--- src/design/scu_pkg.sv ---
// ----------------------------------------------------------------------------
// scu_pkg
// Shared types, float constants and single-precision arithmetic helpers.
// ----------------------------------------------------------------------------
package scu_pkg;

  localparam int PIPE_DEPTH  = 17;
  localparam int FRONT_DEPTH = 7;

  localparam logic [31:0] QNAN        = 32'h7FC0_0000;
  localparam logic [31:0] F_ZERO      = 32'h0000_0000;
  localparam logic [31:0] F_ONE       = 32'h3F80_0000;
  localparam logic [31:0] F_MINUS_ONE = 32'hBF80_0000;
  localparam logic [31:0] F_HALF      = 32'h3F00_0000;
  localparam logic [31:0] F_MHALF     = 32'hBF00_0000;
  localparam logic [31:0] INV_PIO2    = 32'h3F22_F983;
  localparam logic [31:0] PIO2_A      = 32'h3FC9_0FDA;
  localparam logic [31:0] PIO2_B      = 32'h33A2_2168;
  localparam logic [31:0] PIO2_C      = 32'h27C2_34C4;
  localparam logic [31:0] K_S1        = 32'hBE2A_AAA3;
  localparam logic [31:0] K_S2        = 32'h3C08_839E;
  localparam logic [31:0] K_S3        = 32'hB94C_A1F9;
  localparam logic [31:0] K_C1        = 32'h3D2A_AAA5;
  localparam logic [31:0] K_C2        = 32'hBAB6_061A;
  localparam logic [31:0] K_C3        = 32'h37CC_F5CE;

  localparam logic OP_SIN = 1'b0;
  localparam logic OP_COS = 1'b1;

  typedef struct packed {
    logic       op;
    logic [1:0] quad;
    logic       oor;
  } meta_t;

  function automatic logic [6:0] clz64(input logic [63:0] m);
    logic [6:0] cnt;
    cnt = 7'd64;
    for (int i = 0; i < 64; i++) begin
      if (m[i]) cnt = 7'(63 - i);
    end
    return cnt;
  endfunction

  // value = m * 2^e, rounded to nearest even, subnormals kept
  function automatic logic [31:0] round_pack(input logic s, input logic signed [11:0] e,
                                             input logic [63:0] m);
    logic [6:0]          lz;
    logic [63:0]         mn;
    logic signed [11:0]  ee;
    logic [11:0]         sh;
    logic [127:0]        wide;
    logic [23:0]         keep;
    logic                g;
    logic                st;
    logic [7:0]          eb;
    logic                inc;
    logic [31:0]         res;
    lz = clz64(m);
    mn = m << lz;
    ee = e + 12'sd190 - $signed({5'b0, lz});
    keep = '0;
    g = 1'b0;
    st = 1'b0;
    eb = '0;
    wide = '0;
    sh = '0;
    if (m == '0) return {s, 31'b0};
    if (ee >= 12'sd255) return {s, 8'hFF, 23'b0};
    if (ee >= 12'sd1) begin
      keep = mn[63:40];
      g = mn[39];
      st = |mn[38:0];
      eb = 8'(ee - 12'sd1);
    end else begin
      sh = 12'(12'sd1 - ee);
      if (sh >= 12'd64) begin
        st = 1'b1;
      end else begin
        wide = {mn, 64'b0} >> sh[5:0];
        keep = wide[127:104];
        g = wide[103];
        st = |wide[102:0];
      end
    end
    inc = g & (st | keep[0]);
    res = {1'b0, eb, 23'b0} + {8'b0, keep} + {31'b0, inc};
    return {s, res[30:0]};
  endfunction

  function automatic logic [31:0] fmul(input logic [31:0] a, input logic [31:0] b);
    logic              s;
    logic              a_nan, b_nan, a_inf, b_inf, a_zero, b_zero;
    logic [23:0]       sa, sb;
    logic [11:0]       ea, eb;
    logic [47:0]       prod;
    logic signed [11:0] e;
    s = a[31] ^ b[31];
    a_nan = (a[30:23] == 8'hFF) && (a[22:0] != '0);
    b_nan = (b[30:23] == 8'hFF) && (b[22:0] != '0);
    a_inf = (a[30:23] == 8'hFF) && (a[22:0] == '0);
    b_inf = (b[30:23] == 8'hFF) && (b[22:0] == '0);
    a_zero = a[30:0] == '0;
    b_zero = b[30:0] == '0;
    sa = {a[30:23] != '0, a[22:0]};
    sb = {b[30:23] != '0, b[22:0]};
    ea = (a[30:23] == '0) ? 12'd1 : {4'b0, a[30:23]};
    eb = (b[30:23] == '0) ? 12'd1 : {4'b0, b[30:23]};
    prod = {24'b0, sa} * {24'b0, sb};
    e = $signed(ea + eb - 12'd300);
    if (a_nan || b_nan || (a_inf && b_zero) || (b_inf && a_zero)) return QNAN;
    if (a_inf || b_inf) return {s, 8'hFF, 23'b0};
    if (a_zero || b_zero) return {s, 31'b0};
    return round_pack(s, e, {16'b0, prod});
  endfunction

  function automatic logic [31:0] fadd(input logic [31:0] a, input logic [31:0] b);
    logic [31:0]        x, y;
    logic               a_nan, b_nan, a_inf, b_inf;
    logic [23:0]        sx, sy;
    logic [11:0]        ex, ey;
    logic [11:0]        d;
    logic [52:0]        mx, my;
    logic [105:0]       shw;
    logic [63:0]        m;
    logic signed [11:0] e;
    a_nan = (a[30:23] == 8'hFF) && (a[22:0] != '0);
    b_nan = (b[30:23] == 8'hFF) && (b[22:0] != '0);
    a_inf = (a[30:23] == 8'hFF) && (a[22:0] == '0);
    b_inf = (b[30:23] == 8'hFF) && (b[22:0] == '0);
    if (a[30:0] >= b[30:0]) begin
      x = a;
      y = b;
    end else begin
      x = b;
      y = a;
    end
    sx = {x[30:23] != '0, x[22:0]};
    sy = {y[30:23] != '0, y[22:0]};
    ex = (x[30:23] == '0) ? 12'd1 : {4'b0, x[30:23]};
    ey = (y[30:23] == '0) ? 12'd1 : {4'b0, y[30:23]};
    d = ex - ey;
    mx = {sx, 29'b0};
    shw = '0;
    if (d >= 12'd53) begin
      my = {52'b0, sy != '0};
    end else begin
      shw = {sy, 29'b0, 53'b0} >> d[5:0];
      my = shw[105:53] | {52'b0, |shw[52:0]};
    end
    m = (x[31] ^ y[31]) ? ({11'b0, mx} - {11'b0, my}) : ({11'b0, mx} + {11'b0, my});
    e = $signed(ex - 12'd179);
    if (a_nan || b_nan || (a_inf && b_inf && (a[31] != b[31]))) return QNAN;
    if (a_inf) return a;
    if (b_inf) return b;
    if (m == '0) return {x[31] & y[31], 31'b0};
    return round_pack(x[31], e, m);
  endfunction

endpackage

--- src/design/scu_pipe_ctl.sv ---
// ----------------------------------------------------------------------------
// scu_pipe_ctl
// Valid bits and per-stage load enables for the elastic pipeline.
// ----------------------------------------------------------------------------
module scu_pipe_ctl
  import scu_pkg::*;
(
  input  logic                  clk,
  input  logic                  rst,
  input  logic                  s_tvalid,
  output logic                  s_tready,
  output logic                  m_tvalid,
  input  logic                  m_tready,
  output logic [PIPE_DEPTH-1:0] en
);

  logic [PIPE_DEPTH-1:0] vld;
  logic [PIPE_DEPTH-1:0] rdy;

  // a stage loads when empty or when its successor loads
  always_comb begin
    rdy[PIPE_DEPTH-1] = !vld[PIPE_DEPTH-1] || m_tready;
    for (int i = PIPE_DEPTH - 2; i >= 0; i--) begin
      rdy[i] = !vld[i] || rdy[i+1];
    end
  end

  assign en       = rdy;
  assign s_tready = rdy[0];
  assign m_tvalid = vld[PIPE_DEPTH-1];

  always_ff @(posedge clk) begin
    if (rst) begin
      vld <= '0;
    end else begin
      if (rdy[0]) vld[0] <= s_tvalid;
      for (int i = 1; i < PIPE_DEPTH; i++) begin
        if (rdy[i]) vld[i] <= vld[i-1];
      end
    end
  end

`ifndef NO_ASSERTIONS
  a_empty_tail_flows: assert property (@(posedge clk) disable iff (rst)
    !m_tvalid |-> s_tready) else $error("pipe blocked with empty tail");

  a_sink_ready_flows: assert property (@(posedge clk) disable iff (rst)
    m_tready |-> s_tready) else $error("pipe blocked while sink ready");

  a_fill_count: assert property (@(posedge clk) disable iff (rst)
    (s_tvalid && s_tready && !(m_tvalid && m_tready))
      |=> $countones(vld) == $past($countones(vld)) + 1)
    else $error("transaction lost or duplicated in pipe");
`endif

endmodule

--- config.mk ---
export PLATFORM = sky130hd
export DESIGN_NAME = scu_pipe_ctl
export DESIGN_NICKNAME = d
export VERILOG_FILES = /design/src/design/scu_pkg.sv /design/src/design/scu_pipe_ctl.sv
export SDC_FILE = /design/constraint.sdc
export NUM_CORES = 1
export LEC_CHECK = 0
export ABC_AREA = 1
export BUFFER_PORTS_ARGS = -buffer_cell sky130_fd_sc_hd__buf_2
export CAP_MARGIN = 20
export CORE_MARGIN = 5
export CORE_UTILIZATION = 30
export DETAILED_ROUTE_END_ITERATION = 16
export REMOVE_ABC_BUFFERS = 1
export SKIP_LAST_GASP = 1
export SYNTH_ARGS = -nofsm -noshare
export SYNTH_HDL_FRONTEND = slang
export SYNTH_SLANG_ARGS = --single-unit
--- constraint.sdc ---
create_clock -name clk -period 1.7 [get_ports clk]
set_input_delay 0.17 -clock clk [delete_from_list [all_inputs] [get_ports clk]]
set_output_delay 0.17 -clock clk [all_outputs]
set_load 0.03 [all_outputs]
======== After elaboration in Yosys (flattened, before gate mapping) ========
Index checks and enable logic that the tools add are counted.
cells by class
  reduce and logical (&&, ||, !) cells .... 34
operators with widths
  cell              count
  1-bit zero test   17
  1-bit logical OR  17
word-level totals
  word-level logic and storage cells ...... 51
  input port bits ......................... 4
  register bits ........................... 17

======== Longest topological paths before layout ========
  depth after elaboration ................. 18
  depth in mapped cells ................... 11

======== Worst setup path after synthesis ========
No wires, ideal clock.
  path type ............................... reg2out
  start ................................... reg vld[16]
  end ..................................... out en[0]
  arrival time ............................ 2476 ps
  slack ................................... -946 ps
  stages on the path, launching flop included .. 11
  data required time ...................... 1530 ps
  cell sequence ........................... dfxtp_1 > nand3_2 > nor2_4 > nand4_4 > nor2_4 > nand4_4 > nor2_4 > nand4_4 > nor2_4 > nand3_2 > buf_4
on the way
  cells in the longest elaborated chain, start to end .. 18
RTL lines
  item                             RTL line            source
  start, declared                  scu_pipe_ctl.sv:17  logic [PIPE_DEPTH-1:0] vld;
  start signal, assigned by index  scu_pipe_ctl.sv:38  if (rdy[i]) vld[i] <= vld[i-1];
  1-bit zero test                  scu_pipe_ctl.sv:22  rdy[PIPE_DEPTH-1] = !vld[PIPE_DEPTH-1] || m_tready;
  1-bit logical OR                 scu_pipe_ctl.sv:22
  1-bit logical OR                 scu_pipe_ctl.sv:24  rdy[i] = !vld[i] || rdy[i+1];
  net en[15]                       scu_pipe_ctl.sv:14  output logic [PIPE_DEPTH-1:0] en
  1-bit logical OR (4 in a row)    scu_pipe_ctl.sv:24
  net en[11]                       scu_pipe_ctl.sv:14
  1-bit logical OR (4 in a row)    scu_pipe_ctl.sv:24
  net en[7]                        scu_pipe_ctl.sv:14
  1-bit logical OR (4 in a row)    scu_pipe_ctl.sv:24
  net en[3]                        scu_pipe_ctl.sv:14
  1-bit logical OR (3 in a row)    scu_pipe_ctl.sv:24
  end, declared                    scu_pipe_ctl.sv:14
The timed path passes the listed nets, and every way through them passes these cells.

======== Final worst setup path ========
  start ................................... reg vld[15]
  end ..................................... out en[0]
on the way
  cells in the longest elaborated chain, start to end .. 17
RTL lines
  item                            RTL line
  1-bit zero test                 scu_pipe_ctl.sv:24
  1-bit logical OR (16 in a row)  scu_pipe_ctl.sv:24
No other way between the ends.

==> Implementation_results.wiki <==
{| class="wikitable"
! Metric !! Value
|-
| Outcome || finished, violations left
|-
| Violations in the final reports || setup timing
|-
| Starting utilization of the core area || 0.313
|-
| Total via count in the routed design || a little under 600
|-
| Number of warning messages in the yosys log || 0
|-
| Setup CP Type || register to primary output
|-
| Die outline height || approximately 58 microns
|-
| Top achievable clock speed || slightly above 0.5 GHz
|-
| Clock tree from TritonCTS || done
|-
| Total Negative Setup Slacks || -1.76 ns
|-
| Maximum net fanout on the critical path || 3
|-
| Largest net degree at the start of global routing || 18
|-
| Area share of the largest cell type after synthesis || 0.492
|-
| Number of different library cells in the post-synthesis netlist || 11
|-
| Clock-pin transition on the worst setup and hold timing paths || around 0.090 ns
|-
| Max-slew violation count || 0
|-
| Ratio of total power to cell area || 599 nW/um^2
|-
| Via count of the first global-routing pass || roughly 580
|-
| Leftover overflow at the end of global routing || 0
|-
| Static leakage || between 0.4 and 0.5 nW
|-
| Final core utilization || 0.476
|-
| Port bufs || 22
|-
| Die outline width || about 58 microns
|-
| Number of remaining DRC errors || 0
|-
| Netlist area before placement || about 690 sq um
|-
| Min-delay worst type || input port to register
|-
| Final Total Pwr || roughly 0.00063 W
|-
| Smallest setup slack after layout || -0.270 ns
|-
| Filler-free cell count of the finished design || around 140
|-
| Number of antenna repair diodes || 0
|-
| Kind of end point of the critical path || primary output
|-
| Residual antenna-violating net count after detailed routing || 0
|-
| Placeable core region || between 2000 and 2500 sq um
|-
| Slew at the pin closest to its max-slew limit || around 0.32 ns
|-
| Clock root cell || sky130_fd_sc_hd__clkbuf_4
|-
| Routed length on met3 || 131 microns
|-
| Most common cell after layout, fill and taps aside || sky130_fd_sc_hd__inv_1
|-
| Maximum root-to-sink buffer count || 2
|-
| I/O pin count || 23
|-
| Reg2reg start || vld[15]
|-
| FF-to-FF setup slack || ~0.050 ns
|-
| Layout cell share with drive strength beyond 1 || 0.482
|-
| Count of mapped cells out of synthesis || about 80
|-
| Growth of design area from synthesis to finish || 52.1%
|-
| Number of hold violations in the final report || 0
|-
| Min-delay src || s_tvalid
|-
| Setup skew after layout || ~0.0027 ns
|-
| RSZ-0062 raised after global routing || true
|-
| Data required time of the critical path || ~1.5 ns
|-
| Placed wire-length estimate || ~960 microns
|-
| Largest regs || vld: 17 flops
|-
| Count of maximum capacitance violations || 0
|-
| Number of CTS-inserted buffers || 3
|-
| Average via count per standard cell || 4.18
|-
| Maximum VDD drop || roughly 0.42 mV
|-
| Routed len/inst || between 10 and 15 microns
|-
| Final critical-path share of the clock period || 1.16
|-
| Commonest cells after routing, fill and taps aside || sky130_fd_sc_hd__inv_1, sky130_fd_sc_hd__dfxtp_1, sky130_fd_sc_hd__a21oi_1, sky130_fd_sc_hd__buf_4, sky130_fd_sc_hd__buf_6
|-
| Detailed-routed wire length on met2 || roughly 730 microns
|-
| Initial antenna violation count || 0
|-
| First-pass iteration count of the detailed router || 2
|-
| Row cnt || 17
|-
| Nature of the critical path startpoint || register
|-
| Most area-hungry cell type in the Yosys netlist || sky130_fd_sc_hd__dfxtp_1
|-
| Reg2reg end || vld[0]
|-
| Final Net Count || 119
|-
| Worst-skew pair later-pin latency || 0.28 ns
|-
| Filler cell count in the final layout || between 200 and 250
|-
| Global-route wire length before repair || around 2300 microns
|-
| Dominant cells by area after synthesis || sky130_fd_sc_hd__dfxtp_1, sky130_fd_sc_hd__inv_1, sky130_fd_sc_hd__a21oi_1, sky130_fd_sc_hd__nand4_4, sky130_fd_sc_hd__nor2_4
|-
| Endpoint arrival time on the critical path || 1.80 ns
|-
| Cts hold-fix bufs || 0
|-
| #FFs+latches synth || 17
|-
| First DRT Iteration DRCs || 4
|-
| Number of levels the H-tree was split into || 1
|-
| Total area of multi-input combinational cells || ~290 sq um
|-
| Total global routing track utilization || 0.0896
|-
| Number of cell instances on the worst register-to-register path || 11
|-
| Worst hold path stage count || 3
|-
| Headroom to the max-slew limit || 0.788
|-
| Sinks on the clock net || 17
|-
| Number of flip-flops in the largest register || 17
|-
| Proportion of synthesized chip area in sequential cells || 0.492
|-
| Avg Cell Area, Syn || between 8 and 9 sq um
|-
| Placer's final routability congestion estimate || ~0.64
|-
| Register Area || 343 sq um
|-
| # placed instances || 130
|-
| Final non-filler cell area || between 1000 and 1500 sq um
|-
| Endpoint with the worst hold slack || vld[0]
|-
| Uppermost layer routed || met3
|-
| Minimum clock period after layout || ~2.0 ns
|-
| Standard cell area after detailed placement || between 800 and 900 sq um
|-
| Post-Route M1 WL || ~580 microns
|-
| Setup-violating endpoint count in the final report || 9
|-
| Area of the die || about 3400 sq um
|-
| Largest Register || vld
|-
| Final Routed Wirelength || between 1000 and 1500 microns
|}
[synthesized netlist by cell type, drive strengths merged]
cell type   n
nand2       5
clkbuf      2
a21oi      14
nor2       13
dfxtp      17
nand4       3
buf         1
nand3       2
inv        22
[area by class of cell]
cell class	count	share of cell area
sequential	17	0.326
multi-input combinational	37	0.273
timing repair buffer	34	0.264
inverter	22	0.0785
tap	28	0.0333
clock buffer	4	0.0250
[metal layers]
metal | track usage | vias up
met5 | 0 | -
met1 | 0.0969 | 269
met4 | 0.0596 | 0
met3 | 0.0423 | 0
met2 | 0.139 | 18
li1 | - | 306
[per-stage QoR]
| stage | setup WS (ns) | hold WS (ns) |
|---|---|---|
| floorplan | -0.928 | 0.239 |
| global placement | 0.0275 | 0.412 |
| detailed placement | -0.00406 | 0.416 |
| CTS | -0.285 | 0.0983 |
| global route | -0.403 | 0.119 |
| finish | -0.270 | 0.112 |
[worst max-delay path, stage by stage, from the launching register on]
cell                      delay [ns]
sky130_fd_sc_hd__dfxtp_2        0.36
sky130_fd_sc_hd__nand3_4        0.09
sky130_fd_sc_hd__nor2_4         0.12
sky130_fd_sc_hd__nand4_4        0.10
sky130_fd_sc_hd__nor2_4         0.12
sky130_fd_sc_hd__nand4_4        0.09
sky130_fd_sc_hd__nor2_4         0.13
sky130_fd_sc_hd__nand4_4        0.10
sky130_fd_sc_hd__nor2_4         0.14
sky130_fd_sc_hd__nand3_4        0.10
sky130_fd_sc_hd__buf_6          0.15
[logic make-up (layout without fill, tap and decap cells)]
family	after synthesis	count (layout)	synth area share
and+or+nand+nor	23	23	0.266
AOI/OAI and AO/OA	14	14	0.101
DFF	17	17	0.492
buffers and inverters	25	60	0.141
[report_power, final]
part / switching (W) / total [W] / internal, W
logic: 0.0000108 / 0.0000158 / 0.00000498
registers: 0.00000346 / 0.000405 / 0.000402
clock network: 0.000118 / 0.000209 / 0.0000911
total: 0.000132 / 0.000630 / 0.000498
[worst max path at each step]
stage                         to  slack, ns    start  cells after the start
final                      en[0]      -0.27  vld[15]                     10
after global routing       en[0]      -0.40  vld[15]                     10
after CTS                  en[0]      -0.29  vld[15]                     10
after detailed placement   en[0]     -0.004  vld[16]                     10
after global placement     en[0]       0.03  vld[16]                     10
after floorplan           vld[0]      -0.93  vld[16]                     10
[repair_timing]
action,CTS,global route
resized for setup,16,25
pin swaps,0,2
buffers inserted,5,4
setup endpoints to repair,10,15
endpoints found under the hold margin,0,0
(Power assumes the default switching activity.)
